--- src/design/idp_pkg.sv ---
package idp_pkg;

  localparam logic [30:0] SAT31 = 31'h7FFF_FFFF;

  localparam logic [7:0] CHAR_P = 8'h50;
  localparam logic [7:0] CHAR_T = 8'h54;
  localparam logic [7:0] CHAR_Y = 8'h59;
  localparam logic [7:0] CHAR_M = 8'h4D;
  localparam logic [7:0] CHAR_D = 8'h44;
  localparam logic [7:0] CHAR_H = 8'h48;
  localparam logic [7:0] CHAR_S = 8'h53;
  localparam logic [7:0] CHAR_0 = 8'h30;
  localparam logic [7:0] CHAR_9 = 8'h39;

  localparam logic [2:0] FLD_YEAR  = 3'd0;
  localparam logic [2:0] FLD_MONTH = 3'd1;
  localparam logic [2:0] FLD_DAY   = 3'd2;
  localparam logic [2:0] FLD_HOUR  = 3'd3;
  localparam logic [2:0] FLD_MIN   = 3'd4;
  localparam logic [2:0] FLD_SEC   = 3'd5;

  localparam int UNIT_W = 25;

  typedef struct packed {
    logic        valid_res;
    logic [30:0] total;
    logic [30:0] prod;
    logic [7:0]  len;
  } fin_t;

  function automatic logic [UNIT_W-1:0] unit_seconds(input logic [2:0] fld);
    logic [UNIT_W-1:0] r;
    unique case (fld)
      FLD_YEAR:  r = UNIT_W'(365 * 86400);
      FLD_MONTH: r = UNIT_W'(30 * 86400);
      FLD_DAY:   r = UNIT_W'(86400);
      FLD_HOUR:  r = UNIT_W'(3600);
      FLD_MIN:   r = UNIT_W'(60);
      default:   r = UNIT_W'(1);
    endcase
    return r;
  endfunction

endpackage

--- src/design/iso8601_duration_parser_unit.sv ---
// iso 8601 duration parser
// input channel: one character a cycle on in_char_code, with in_last on the
// final character of a text; an item is taken when in_valid is high and
// in_stall is low. the text is "P[nY][nM][nD][T[nH][nM][nS]]".
// result channel: one item per text, after its last character, carrying
// out_valid_res, out_seconds (saturated) and out_consumed_length; taken when
// out_valid is high and out_stall is low.
// result path: the last character passes the input register, the parse stage
// with the field multiply and the final sum stage into the output register.
// throughput: one character per cycle while in_stall is low; a field's scaled
// value is added into the total in the cycle after its unit letter.
// stall: while out_stall is high with the output register and the final
// stage both holding results, a waiting last character holds in_stall high;
// other characters keep flowing into the parse state.
// reset: synchronous active-low rst_n empties every stage and returns the
// parser to waiting for the leading P.
module iso8601_duration_parser_unit
  import idp_pkg::*;
#(
  parameter int MAX_LENGTH = 255
) (
  input  logic        clk,
  input  logic        rst_n,
  input  logic        in_valid,
  output logic        in_stall,
  input  logic [7:0]  in_char_code,
  input  logic        in_last,
  output logic        out_valid,
  input  logic        out_stall,
  output logic        out_valid_res,
  output logic [30:0] out_seconds,
  output logic [7:0]  out_consumed_length
);

  logic       in_vld_r;
  logic [7:0] char_r;
  logic       last_r;
  logic       take;
  logic       fin_free;
  logic       fin_load;
  fin_t       fin;

  assign take     = in_vld_r && (!last_r || fin_free);
  assign in_stall = in_vld_r && !take;

  always_ff @(posedge clk) begin
    if (!rst_n) begin
      in_vld_r <= 1'b0;
    end else if (in_valid && !in_stall) begin
      in_vld_r <= 1'b1;
    end else if (take) begin
      in_vld_r <= 1'b0;
    end
  end

  always_ff @(posedge clk) begin
    if (in_valid && !in_stall) begin
      char_r <= in_char_code;
      last_r <= in_last;
    end
  end

  idp_parse #(
    .MAX_LENGTH(MAX_LENGTH)
  ) u_parse (
    .clk      (clk),
    .rst_n    (rst_n),
    .take     (take),
    .char_code(char_r),
    .last     (last_r),
    .fin_load (fin_load),
    .fin      (fin)
  );

  idp_sum u_sum (
    .clk                (clk),
    .rst_n              (rst_n),
    .fin_load           (fin_load),
    .fin                (fin),
    .fin_free           (fin_free),
    .out_valid          (out_valid),
    .out_stall          (out_stall),
    .out_valid_res      (out_valid_res),
    .out_seconds        (out_seconds),
    .out_consumed_length(out_consumed_length)
  );

  a_stall_only_last: assert property (@(posedge clk) disable iff (!rst_n)
    in_stall |-> (in_vld_r && last_r && !fin_free))
    else $error("input stalled without a blocked last item");

endmodule

--- src/design/idp_parse.sv ---
module idp_parse
  import idp_pkg::*;
#(
  parameter int MAX_LENGTH = 255
) (
  input  logic       clk,
  input  logic       rst_n,
  input  logic       take,
  input  logic [7:0] char_code,
  input  logic       last,
  output logic       fin_load,
  output fin_t       fin
);

  localparam int PW = $clog2(MAX_LENGTH + 1);
  localparam int CW = (PW > 8) ? PW : 8;

  localparam logic [1:0] PH_EXPECT_P = 2'd0;
  localparam logic [1:0] PH_DATE     = 2'd1;
  localparam logic [1:0] PH_TIME     = 2'd2;
  localparam logic [1:0] PH_STOP     = 2'd3;

  logic [1:0]    phase_r, phase_nxt;
  logic [2:0]    next_field_r, next_field_nxt;
  logic [30:0]   digit_r, digit_nxt;
  logic          has_digits_r, has_digits_nxt;
  logic [PW-1:0] position_r, position_nxt;
  logic [PW-1:0] committed_r, committed_nxt;
  logic [30:0]   total_r, total_nxt;
  logic [30:0]   prod_r, prod_nxt;
  logic          any_nz_r, any_nz_nxt;

  logic [31:0]   absorbed;
  logic [30:0]   sum_sat;
  logic [2:0]    fld;
  logic          fld_ok;
  logic [55:0]   prod_full;
  logic [30:0]   prod_sat;
  logic [34:0]   acc;
  logic [30:0]   acc_sat;
  logic          is_digit;
  logic [PW-1:0] end_pos;
  logic [CW-1:0] len_ext;

  // previous field product folds into the running total
  assign absorbed = 32'(total_r) + 32'(prod_r);
  assign sum_sat  = absorbed[31] ? SAT31 : absorbed[30:0];

  always_comb begin
    fld    = FLD_SEC;
    fld_ok = 1'b0;
    if (phase_r == PH_DATE) begin
      fld_ok = 1'b1;
      unique case (char_code)
        CHAR_Y:  fld = FLD_YEAR;
        CHAR_M:  fld = FLD_MONTH;
        CHAR_D:  fld = FLD_DAY;
        default: fld_ok = 1'b0;
      endcase
    end else if (phase_r == PH_TIME) begin
      fld_ok = 1'b1;
      unique case (char_code)
        CHAR_H:  fld = FLD_HOUR;
        CHAR_M:  fld = FLD_MIN;
        CHAR_S:  fld = FLD_SEC;
        default: fld_ok = 1'b0;
      endcase
    end
  end

  assign prod_full = 56'(digit_r) * 56'(unit_seconds(fld));
  assign prod_sat  = (prod_full > 56'(SAT31)) ? SAT31 : prod_full[30:0];

  // times ten by shift and add
  assign acc      = 35'({digit_r, 3'b000}) + 35'({digit_r, 1'b0}) + 35'(char_code[3:0]);
  assign acc_sat  = (acc > 35'(SAT31)) ? SAT31 : acc[30:0];
  assign is_digit = (char_code >= CHAR_0) && (char_code <= CHAR_9);
  assign end_pos  = position_r + PW'(1);

  always_comb begin
    phase_nxt      = phase_r;
    next_field_nxt = next_field_r;
    digit_nxt      = digit_r;
    has_digits_nxt = has_digits_r;
    position_nxt   = position_r;
    committed_nxt  = committed_r;
    total_nxt      = sum_sat;
    prod_nxt       = '0;
    any_nz_nxt     = any_nz_r;
    if (take) begin
      if (position_r >= PW'(MAX_LENGTH)) begin
        phase_nxt = PH_STOP;
      end else begin
        position_nxt = end_pos;
        unique case (phase_r)
          PH_STOP: begin
          end
          PH_EXPECT_P: begin
            if (char_code == CHAR_P) begin
              phase_nxt     = PH_DATE;
              committed_nxt = end_pos;
            end else begin
              phase_nxt = PH_STOP;
            end
          end
          PH_DATE, PH_TIME: begin
            priority if (is_digit) begin
              has_digits_nxt = 1'b1;
              digit_nxt      = acc_sat;
            end else if (has_digits_r) begin
              if (fld_ok && (fld >= next_field_r)) begin
                prod_nxt       = prod_sat;
                any_nz_nxt     = any_nz_r || (digit_r != '0);
                next_field_nxt = fld + 3'd1;
                digit_nxt      = '0;
                has_digits_nxt = 1'b0;
                committed_nxt  = end_pos;
              end else begin
                phase_nxt = PH_STOP;
              end
            end else if ((phase_r == PH_DATE) && (char_code == CHAR_T)) begin
              phase_nxt      = PH_TIME;
              next_field_nxt = FLD_HOUR;
              committed_nxt  = end_pos;
            end else begin
              phase_nxt = PH_STOP;
            end
          end
        endcase
      end
    end
  end

  assign len_ext = CW'(committed_nxt);

  always_comb begin
    fin.valid_res = any_nz_nxt;
    fin.total     = sum_sat;
    fin.prod      = prod_nxt;
    fin.len       = (len_ext > CW'(255)) ? 8'hFF : len_ext[7:0];
  end

  assign fin_load = take && last;

  always_ff @(posedge clk) begin
    if (!rst_n || fin_load) begin
      phase_r      <= PH_EXPECT_P;
      next_field_r <= FLD_YEAR;
      digit_r      <= '0;
      has_digits_r <= 1'b0;
      position_r   <= '0;
      committed_r  <= '0;
      total_r      <= '0;
      prod_r       <= '0;
      any_nz_r     <= 1'b0;
    end else begin
      phase_r      <= phase_nxt;
      next_field_r <= next_field_nxt;
      digit_r      <= digit_nxt;
      has_digits_r <= has_digits_nxt;
      position_r   <= position_nxt;
      committed_r  <= committed_nxt;
      total_r      <= total_nxt;
      prod_r       <= prod_nxt;
      any_nz_r     <= any_nz_nxt;
    end
  end

  a_prod_clears_digits: assert property (@(posedge clk) disable iff (!rst_n)
    (prod_r != '0) |-> !has_digits_r)
    else $error("pending product while a number is open");

  a_expect_p_clean: assert property (@(posedge clk) disable iff (!rst_n)
    (phase_r == PH_EXPECT_P) |-> (position_r == '0 && committed_r == '0 && !any_nz_r))
    else $error("state not clean while waiting for leading P");

  a_committed_bound: assert property (@(posedge clk) disable iff (!rst_n)
    committed_r <= position_r)
    else $error("committed length beyond position");

endmodule

--- src/design/idp_sum.sv ---
module idp_sum
  import idp_pkg::*;
(
  input  logic        clk,
  input  logic        rst_n,
  input  logic        fin_load,
  input  fin_t        fin,
  output logic        fin_free,
  output logic        out_valid,
  input  logic        out_stall,
  output logic        out_valid_res,
  output logic [30:0] out_seconds,
  output logic [7:0]  out_consumed_length
);

  logic        fin_vld_r;
  fin_t        fin_r;
  logic        out_vld_r;
  logic        res_r;
  logic [30:0] sec_r;
  logic [7:0]  len_r;
  logic        out_adv;
  logic [31:0] total_sum;
  logic [30:0] total_sat;

  assign out_adv  = !out_vld_r || !out_stall;
  assign fin_free = !fin_vld_r || out_adv;

  assign total_sum = 32'(fin_r.total) + 32'(fin_r.prod);
  assign total_sat = total_sum[31] ? SAT31 : total_sum[30:0];

  always_ff @(posedge clk) begin
    if (!rst_n) begin
      fin_vld_r <= 1'b0;
      out_vld_r <= 1'b0;
    end else begin
      if (fin_load) begin
        fin_vld_r <= 1'b1;
      end else if (out_adv) begin
        fin_vld_r <= 1'b0;
      end
      if (out_adv) begin
        out_vld_r <= fin_vld_r;
      end
    end
  end

  always_ff @(posedge clk) begin
    if (fin_load) begin
      fin_r <= fin;
    end
    if (out_adv && fin_vld_r) begin
      res_r <= fin_r.valid_res;
      sec_r <= fin_r.valid_res ? total_sat : '0;
      len_r <= fin_r.valid_res ? fin_r.len : '0;
    end
  end

  assign out_valid           = out_vld_r;
  assign out_valid_res       = res_r;
  assign out_seconds         = sec_r;
  assign out_consumed_length = len_r;

  a_invalid_zero: assert property (@(posedge clk) disable iff (!rst_n)
    (out_vld_r && !res_r) |-> (sec_r == '0 && len_r == '0))
    else $error("invalid result with nonzero fields");

  a_no_overwrite: assert property (@(posedge clk) disable iff (!rst_n)
    fin_load |-> fin_free)
    else $error("final stage loaded while full");

endmodule
--- config.mk ---
export PLATFORM = sky130hd
export DESIGN_NAME = iso8601_duration_parser_unit
export DESIGN_NICKNAME = d
export VERILOG_FILES = /design/src/design/idp_pkg.sv /design/src/design/iso8601_duration_parser_unit.sv /design/src/design/idp_parse.sv /design/src/design/idp_sum.sv
export SDC_FILE = /design/constraint.sdc
export NUM_CORES = 2
export LEC_CHECK = 0
export BUFFER_PORTS_ARGS = -buffer_cell sky130_fd_sc_hd__buf_2
export CAP_MARGIN = 20
export CORE_MARGIN = 2
export CORE_UTILIZATION = 38
export CTS_BUF_LIST = sky130_fd_sc_hd__clkbuf_8
export DETAILED_ROUTE_END_ITERATION = 10
export HOLD_SLACK_MARGIN = 0.03
export PLACE_DENSITY = 0.65
export RECOVER_POWER = 100
export SLEW_MARGIN = 20
export SYNTH_ARGS = -nofsm -noshare
export SYNTH_HDL_FRONTEND = slang
export SYNTH_SLANG_ARGS = --single-unit
--- constraint.sdc ---
create_clock -name clk -period 11.6 [get_ports clk]
set_input_delay 2.32 -clock clk [delete_from_list [all_inputs] [get_ports clk]]
set_output_delay 2.32 -clock clk [all_outputs]
set_load 0.05 [all_outputs]
## Word-level counts from Yosys, hierarchy flattened

Index checks and enable logic that the tools add are counted.

- Flip-flop bits (word level): 239
- Output and inout port bits: 42
- Word-level logic and storage cells: 143

- Add/sub/neg operators: 6
- Multiply operators: 1
- $lt $le $gt $ge: 7
- Equal/unequal tests: 16
- Mux-type cells: 53
- Bitwise logic cells: 2
- Reductions and logical operators: 37

Operator list:

| cell | count |
|---|---|
| 31-bit 2-to-1 mux | 13 |
| 25-bit case mux with 5 select lines | 1 |
| 31-bit by 31-bit adder with 32-bit output | 2 |
| 8-bit by 7-bit == test with 1-bit output (second input constant) | 7 |
| 56-bit by 31-bit greater-than comparator with 1-bit output (second input constant) | 1 |
| 31-bit by 25-bit multiplier with 56-bit output | 1 |
| 8-bit 2-to-1 mux | 7 |
| 34-bit by 32-bit adder with 35-bit output | 1 |
| 35-bit by 4-bit adder with 35-bit output | 1 |
| 35-bit by 31-bit greater-than comparator with 1-bit output (second input constant) | 1 |
| 31-bit nonzero test | 1 |
| 1-bit 2-to-1 mux | 18 |
| 8-bit case mux with 2 select lines | 1 |
| 3-bit 2-to-1 mux | 5 |
| 2-bit 2-to-1 mux | 5 |
| 2-bit nonzero test | 5 |
| 3-bit case mux with 3 select lines | 1 |
| 8-bit by 1-bit adder with 8-bit output (second input constant) | 1 |
| 8-bit by 6-bit >= comparator with 1-bit output (second input constant) | 1 |
| 8-bit >= comparator (second input constant) | 1 |
| 8-bit greater-than comparator (second input constant) | 1 |
| 8-bit by 6-bit less-or-equal comparator with 1-bit output (second input constant) | 1 |
| 1-bit logical AND | 8 |
| 1-bit zero test | 7 |
| other kinds (24) | 31 |

## Logic depth before layout (Yosys ltp)

- Depth after elaboration: 15
- Mapped depth: 46

## Modules after synthesis

Synthesis repeated with hierarchy kept, for this count alone.

- Cells, all modules: 3988
- Area total of the unflattened synthesis: 36663.9 µm²

By module, submodules not included:

| module | instances | cells an instance | area each (µm²) | sequential area each (µm²) |
|---|---|---|---|---|
| idp_parse | 1 | 3582 | 30989.7 | 2322.2 |
| idp_sum | 1 | 391 | 5350.1 | 3373.2 |
| iso8601_duration_parser_unit | 1 | 15 | 324.1 | 290.3 |

## Least setup slack after synthesis

OpenSTA, ideal clock, no wires.

- Path kind: register to register
- Start point: reg char_r[5]
- End point: reg u_sum.fin_r[10] (netlist bit), data pin
- Arrival: 10184 ps
- Required time: 11330 ps
- Setup slack: 1146 ps
- Stages on the path, launching flop included: 40
- Cells stage by stage: edfxtp_1 or4b_2 nor3_1 and2_1 inv_1 clkbuf_1 ha_1 and2_1 or3_1 buf_2 nor2_1 nor2_1 clkbuf_1 clkbuf_1 nand2_1 fa_1 inv_1 fa_1 [... 4 more ...] fa_1 fa_1 inv_1 fa_1 inv_1 ha_1 clkbuf_1 nand2_1 nor3_2 a221oi_2 nand2_1 or4_1 and3_1 a211o_1 or4_4 nor4b_4 buf_6 a21oi_1

RTL lines:

| item | line | text |
|---|---|---|
| start, declared | iso8601_duration_parser_unit.sv:36 | `logic [7:0] char_r;` |
| start signal, assigned | iso8601_duration_parser_unit.sv:58 | `char_r <= in_char_code;` |
| end signal, assigned | idp_sum.sv:50 | `fin_r <= fin;` |
| end, declared | idp_sum.sv:17 | `fin_t fin_r;` |

==> Implementation_results.wiki <==
{| class="wikitable"
! Metric !! Value
|-
| Number of detailed-routing iterations run before antenna repair || 5
|-
| Number of enable-type register cells in the synthesized netlist || 120
|-
| Ports || 55
|-
| Clock transition at the register clock pins on the worst setup and hold paths after CTS || roughly 60 ps
|-
| Source-to-sink clock delay at the later pin of the worst-skew pair || 600 ps
|-
| Synth Register Bits || approximately 240
|-
| Maximum fanout count along the critical path || 62
|-
| Sort of element at the start of the critical path || flop
|-
| Final Hold Violating Endpoints || 0
|-
| Fraction of layout cells with a size suffix above 1 || 4.11%
|-
| Total wire length after detailed routing || 90800 um
|-
| First-pass GRT wire length || ~150000 um
|-
| Final period demand of the worst path || between 10000 and 15000 ps
|-
| Worst endpoint required time || 11890 ps
|-
| Number of vias in the routed layout || ~26k
|-
| Leading register cell type out of synthesis || sky130_fd_sc_hd__edfxtp_1
|-
| Unrepaired setup endpoints after global routing || no
|-
| Number of rows in the core area || roughly 110
|-
| Via count of the first global-routing pass || 27.1k
|-
| Clock Skews || 31.0 ps
|-
| Mean area per synthesized cell || just over 9 um^2
|-
| Proportion of synthesized flip-flops having asynchronous set or reset || 0%
|-
| Number of DRC markers after the initial detailed-route iteration || around 1.6k
|-
| Number of nets in the final layout || roughly 4.8k
|-
| Routed length per instance || between 15 and 20 um
|-
| Die area || 0.0956 mm^2
|-
| Max stage delay on crit path || ~660 ps
|-
| Critical Path Most Common Cell || sky130_fd_sc_hd__fa_1
|-
| Initial core utilization || 38.5%
|-
| Total CTS buffers || 40
|-
| Via-per-instance ratio || approximately 5.1
|-
| Clock sinks || between 200 and 250
|-
| DRC || 0
|-
| Post-detailed-route count of antenna-violating nets || 0
|-
| Global placer's final weighted congestion || approximately 0.95
|-
| Run status || finished with violations
|-
| Deepest clock path buffer count || 3
|-
| Post-layout util || between 40 and 50%
|-
| Floorplan Core Area || about 0.092 mm^2
|-
| Area growth, synth to finish || 6.72%
|-
| Overall overflow remaining after global route || 0
|-
| Die Width || roughly 300 um
|-
| Endpoint type of the worst setup path || flop
|-
| Max VDD drop || 0.0666 mV
|-
| Overall die height || between 300 and 400 um
|-
| Endpoints failing setup || 0
|-
| Number of max-slew violations in the final report || between 150 and 200
|-
| Final setup TNS || 0 ps
|-
| Measured slew at the worst slew-check pin || approximately 4000 ps
|-
| Critical path data arrival time || about 11000 ps
|-
| Area of the mapped netlist || between 0.03 and 0.04 mm^2
|-
| Fraction of the yosys area taken by sequential cells || 16.9%
|-
| Max H-tree Level || 2
|-
| Maximum number of pins on one net before global-route repair || between 70 and 80
|-
| Post-CTS setup buffers || 0
|-
| HPWL after detailed placement || between 70000 and 80000 um
|-
| P_leak || 20.0 nW
|-
| Cell with the largest stage delay on the worst path || sky130_fd_sc_hd__or4b_2
|-
| Post-route non-filler standard cell count || 5086
|-
| Number of antenna violations at the first check in global routing || 3
|-
| Clock tree from TritonCTS || done
|-
| Min-delay worst type || reg2reg
|-
| Upper clock frequency limit || around 90 MHz
|-
| Synth Instances || around 3.8k
|-
| Cells after DPL || about 5k
|-
| Remaining max-slew budget at the tightest pin || -160%
|-
| Clock root cell || sky130_fd_sc_hd__clkbuf_8
|-
| Yosys warning count || 0
|-
| Violations in the final reports || capacitance limit, slew limit
|-
| Library cells used by synthesis || 84
|-
| Final clock period utilization by the worst path || ~95%
|-
| Critical Setup Path Class || reg2reg
|-
| Number of inserted filler cells in the final layout || about 9k
|-
| Reported max-cap violation count || 4
|-
| Global router's overall resource usage || between 10% and 20%
|-
| Power per cell area || between 40 and 50 mW/mm^2
|-
| Post-synth net total || approximately 4.8k
|-
| Port Buffers || 54
|}
worst max-delay path: cells and delay by family (launching register included):
family / cells / cell delay, ps
adders and majority gates: 9 / 4180
and+or+nand+nor: 12 / 3060
AOI/OAI and AO/OA: 7 / 1690
buffers and inverters: 10 / 1290
DFF: 1 / 470
synth_stat cells (all sizes together) (14+ instances only):
| master | n | area, um^2 |
|---|---|---|
| o21bai | 19 | 143 |
| nand3 | 32 | 160 |
| a211oi | 16 | 125 |
| fa | 538 | 10800 |
| xor2 | 62 | 543 |
| and3 | 99 | 619 |
| nand2b | 28 | 175 |
| xnor2 | 76 | 666 |
| edfxtp | 120 | 3600 |
| clkbuf | 131 | 492 |
| or2 | 17 | 106 |
| nor2b | 52 | 325 |
| dfxtp | 119 | 2380 |
| a21o | 64 | 480 |
| nor4 | 14 | 87.6 |
| a21oi | 217 | 1100 |
| or3 | 20 | 125 |
| nand2 | 262 | 983 |
| o21ai | 110 | 551 |
| nor3 | 32 | 170 |
| a221o | 31 | 310 |
| o21a | 31 | 233 |
| ha | 414 | 5180 |
| a31oi | 38 | 238 |
| o211ai | 17 | 133 |
| inv | 840 | 3150 |
| nor2 | 149 | 559 |
| nand4 | 27 | 169 |
| and2 | 104 | 651 |
per-stage QoR:
step	instance area, um^2	setup WS, ps	power [mW]	hold WS (ps)
final	37800	523	1.74	485
after CTS	37800	134	1.76	485
after detailed placement	37100	167	1.01	475
after global routing	37800	4.50	1.81	510
after floorplan	35400	1150	0.983	450
after global placement	37100	268	1.01	464
cell usage in the layout, fill, tap and decap left out, types with 32 or more instances in the layout:
cell type                  synthesis  final
sky130_fd_sc_hd__a21o_1           64     64
sky130_fd_sc_hd__a21oi_1         215    213
sky130_fd_sc_hd__a31oi_1          38     38
sky130_fd_sc_hd__and2_1          104     97
sky130_fd_sc_hd__and3_1           99     99
sky130_fd_sc_hd__buf_4             0     41
sky130_fd_sc_hd__clkbuf_1        131     50
sky130_fd_sc_hd__clkbuf_8          0     47
sky130_fd_sc_hd__dfxtp_1         119    119
sky130_fd_sc_hd__edfxtp_1        120    120
sky130_fd_sc_hd__fa_1            538    538
sky130_fd_sc_hd__ha_1            414    413
sky130_fd_sc_hd__inv_1           840    851
sky130_fd_sc_hd__nand2_1         262    262
sky130_fd_sc_hd__nand3_1          32     32
sky130_fd_sc_hd__nor2_1          149    143
sky130_fd_sc_hd__nor2b_1          52     52
sky130_fd_sc_hd__o21ai_0         104    103
sky130_fd_sc_hd__xnor2_1          76     76
sky130_fd_sc_hd__xor2_1           62     62
state kept, by name, indices dropped and copies added, names as in the netlist:
name                       count
char_r                         8
last_r                         1
u_parse.prod_r                31
u_sum.out_seconds             31
u_parse.next_field_r           3
u_sum.fin_vld_r                1
u_parse.position_r             8
u_parse.total_r               31
u_sum.out_valid                1
u_parse.committed_r            8
u_parse.digit_r               31
u_sum.out_consumed_length      8
u_parse.any_nz_r               1
in_vld_r                       1
u_sum.out_valid_res            1
u_sum.fin_r                   71
u_parse.phase_r                2
u_parse.has_digits_r           1
logic make-up (layout without fill, tap and decap cells):
family / Yosys count / after routing / share of synthesized area [%]
and+or+nand+nor: 860 / 860 / 12.3
AOI/OAI and AO/OA: 622 / 622 / 11.3
muxes: 10 / 10 / 0.290
buffers and inverters: 984 / 1016 / 10.6
adders and majority gates: 957 / 957 / 45.2
DFF: 239 / 239 / 16.9
other: 0 / 1 / 0
xor gates and xnor gates: 138 / 138 / 3.41
metal layers:
layer | up-vias | wire length [um] | GRT usage (%)
met4 | 0 | 3600 | 7.02
met2 | 803 | 41600 | 31.8
met3 | 203 | 5670 | 2.82
met1 | 12800 | 39900 | 25.9
met5 | - | 0 | 0
li1 | 12300 | - | -
worst paths after layout:
path / start / cells past startpoint / end / slack, ps
setup reg to reg: char_r[1] / 38 / u_sum.fin_r[37] / 520
hold reg to reg: u_parse.next_field_r[2] / 2 / u_parse.next_field_r[2] / 490
setup / recovery: char_r[1] / 38 / u_sum.fin_r[37] / 520
hold / removal: u_parse.next_field_r[2] / 2 / u_parse.next_field_r[2] / 490
layout make-up:
type	instances	area, um^2	share of cell area (%)
antenna	1	2.50	0.00662
clock buffer	47	647	1.71
clock inverter	26	145	0.384
inverter	840	3150	8.34
multi-input combinational	2587	25700	68.1
sequential	239	5990	15.8
tap	1243	1560	4.12
timing repair buffer	103	571	1.51
report_power, final:
part	internal [mW]	leakage, nW	switching [mW]
combinational	0.0246	17.4	0.0651
sequential	0.897	2.14	0.00845
clock	0.377	0.451	0.367
what timing repair did:
| action | CTS | global route |
|---|---|---|
| endpoints found under the setup margin | 0 | 62 |
| hold buffers | 0 | 0 |
| gates resized for setup | 0 | 7 |
Power figures use the tool's default switching activity.
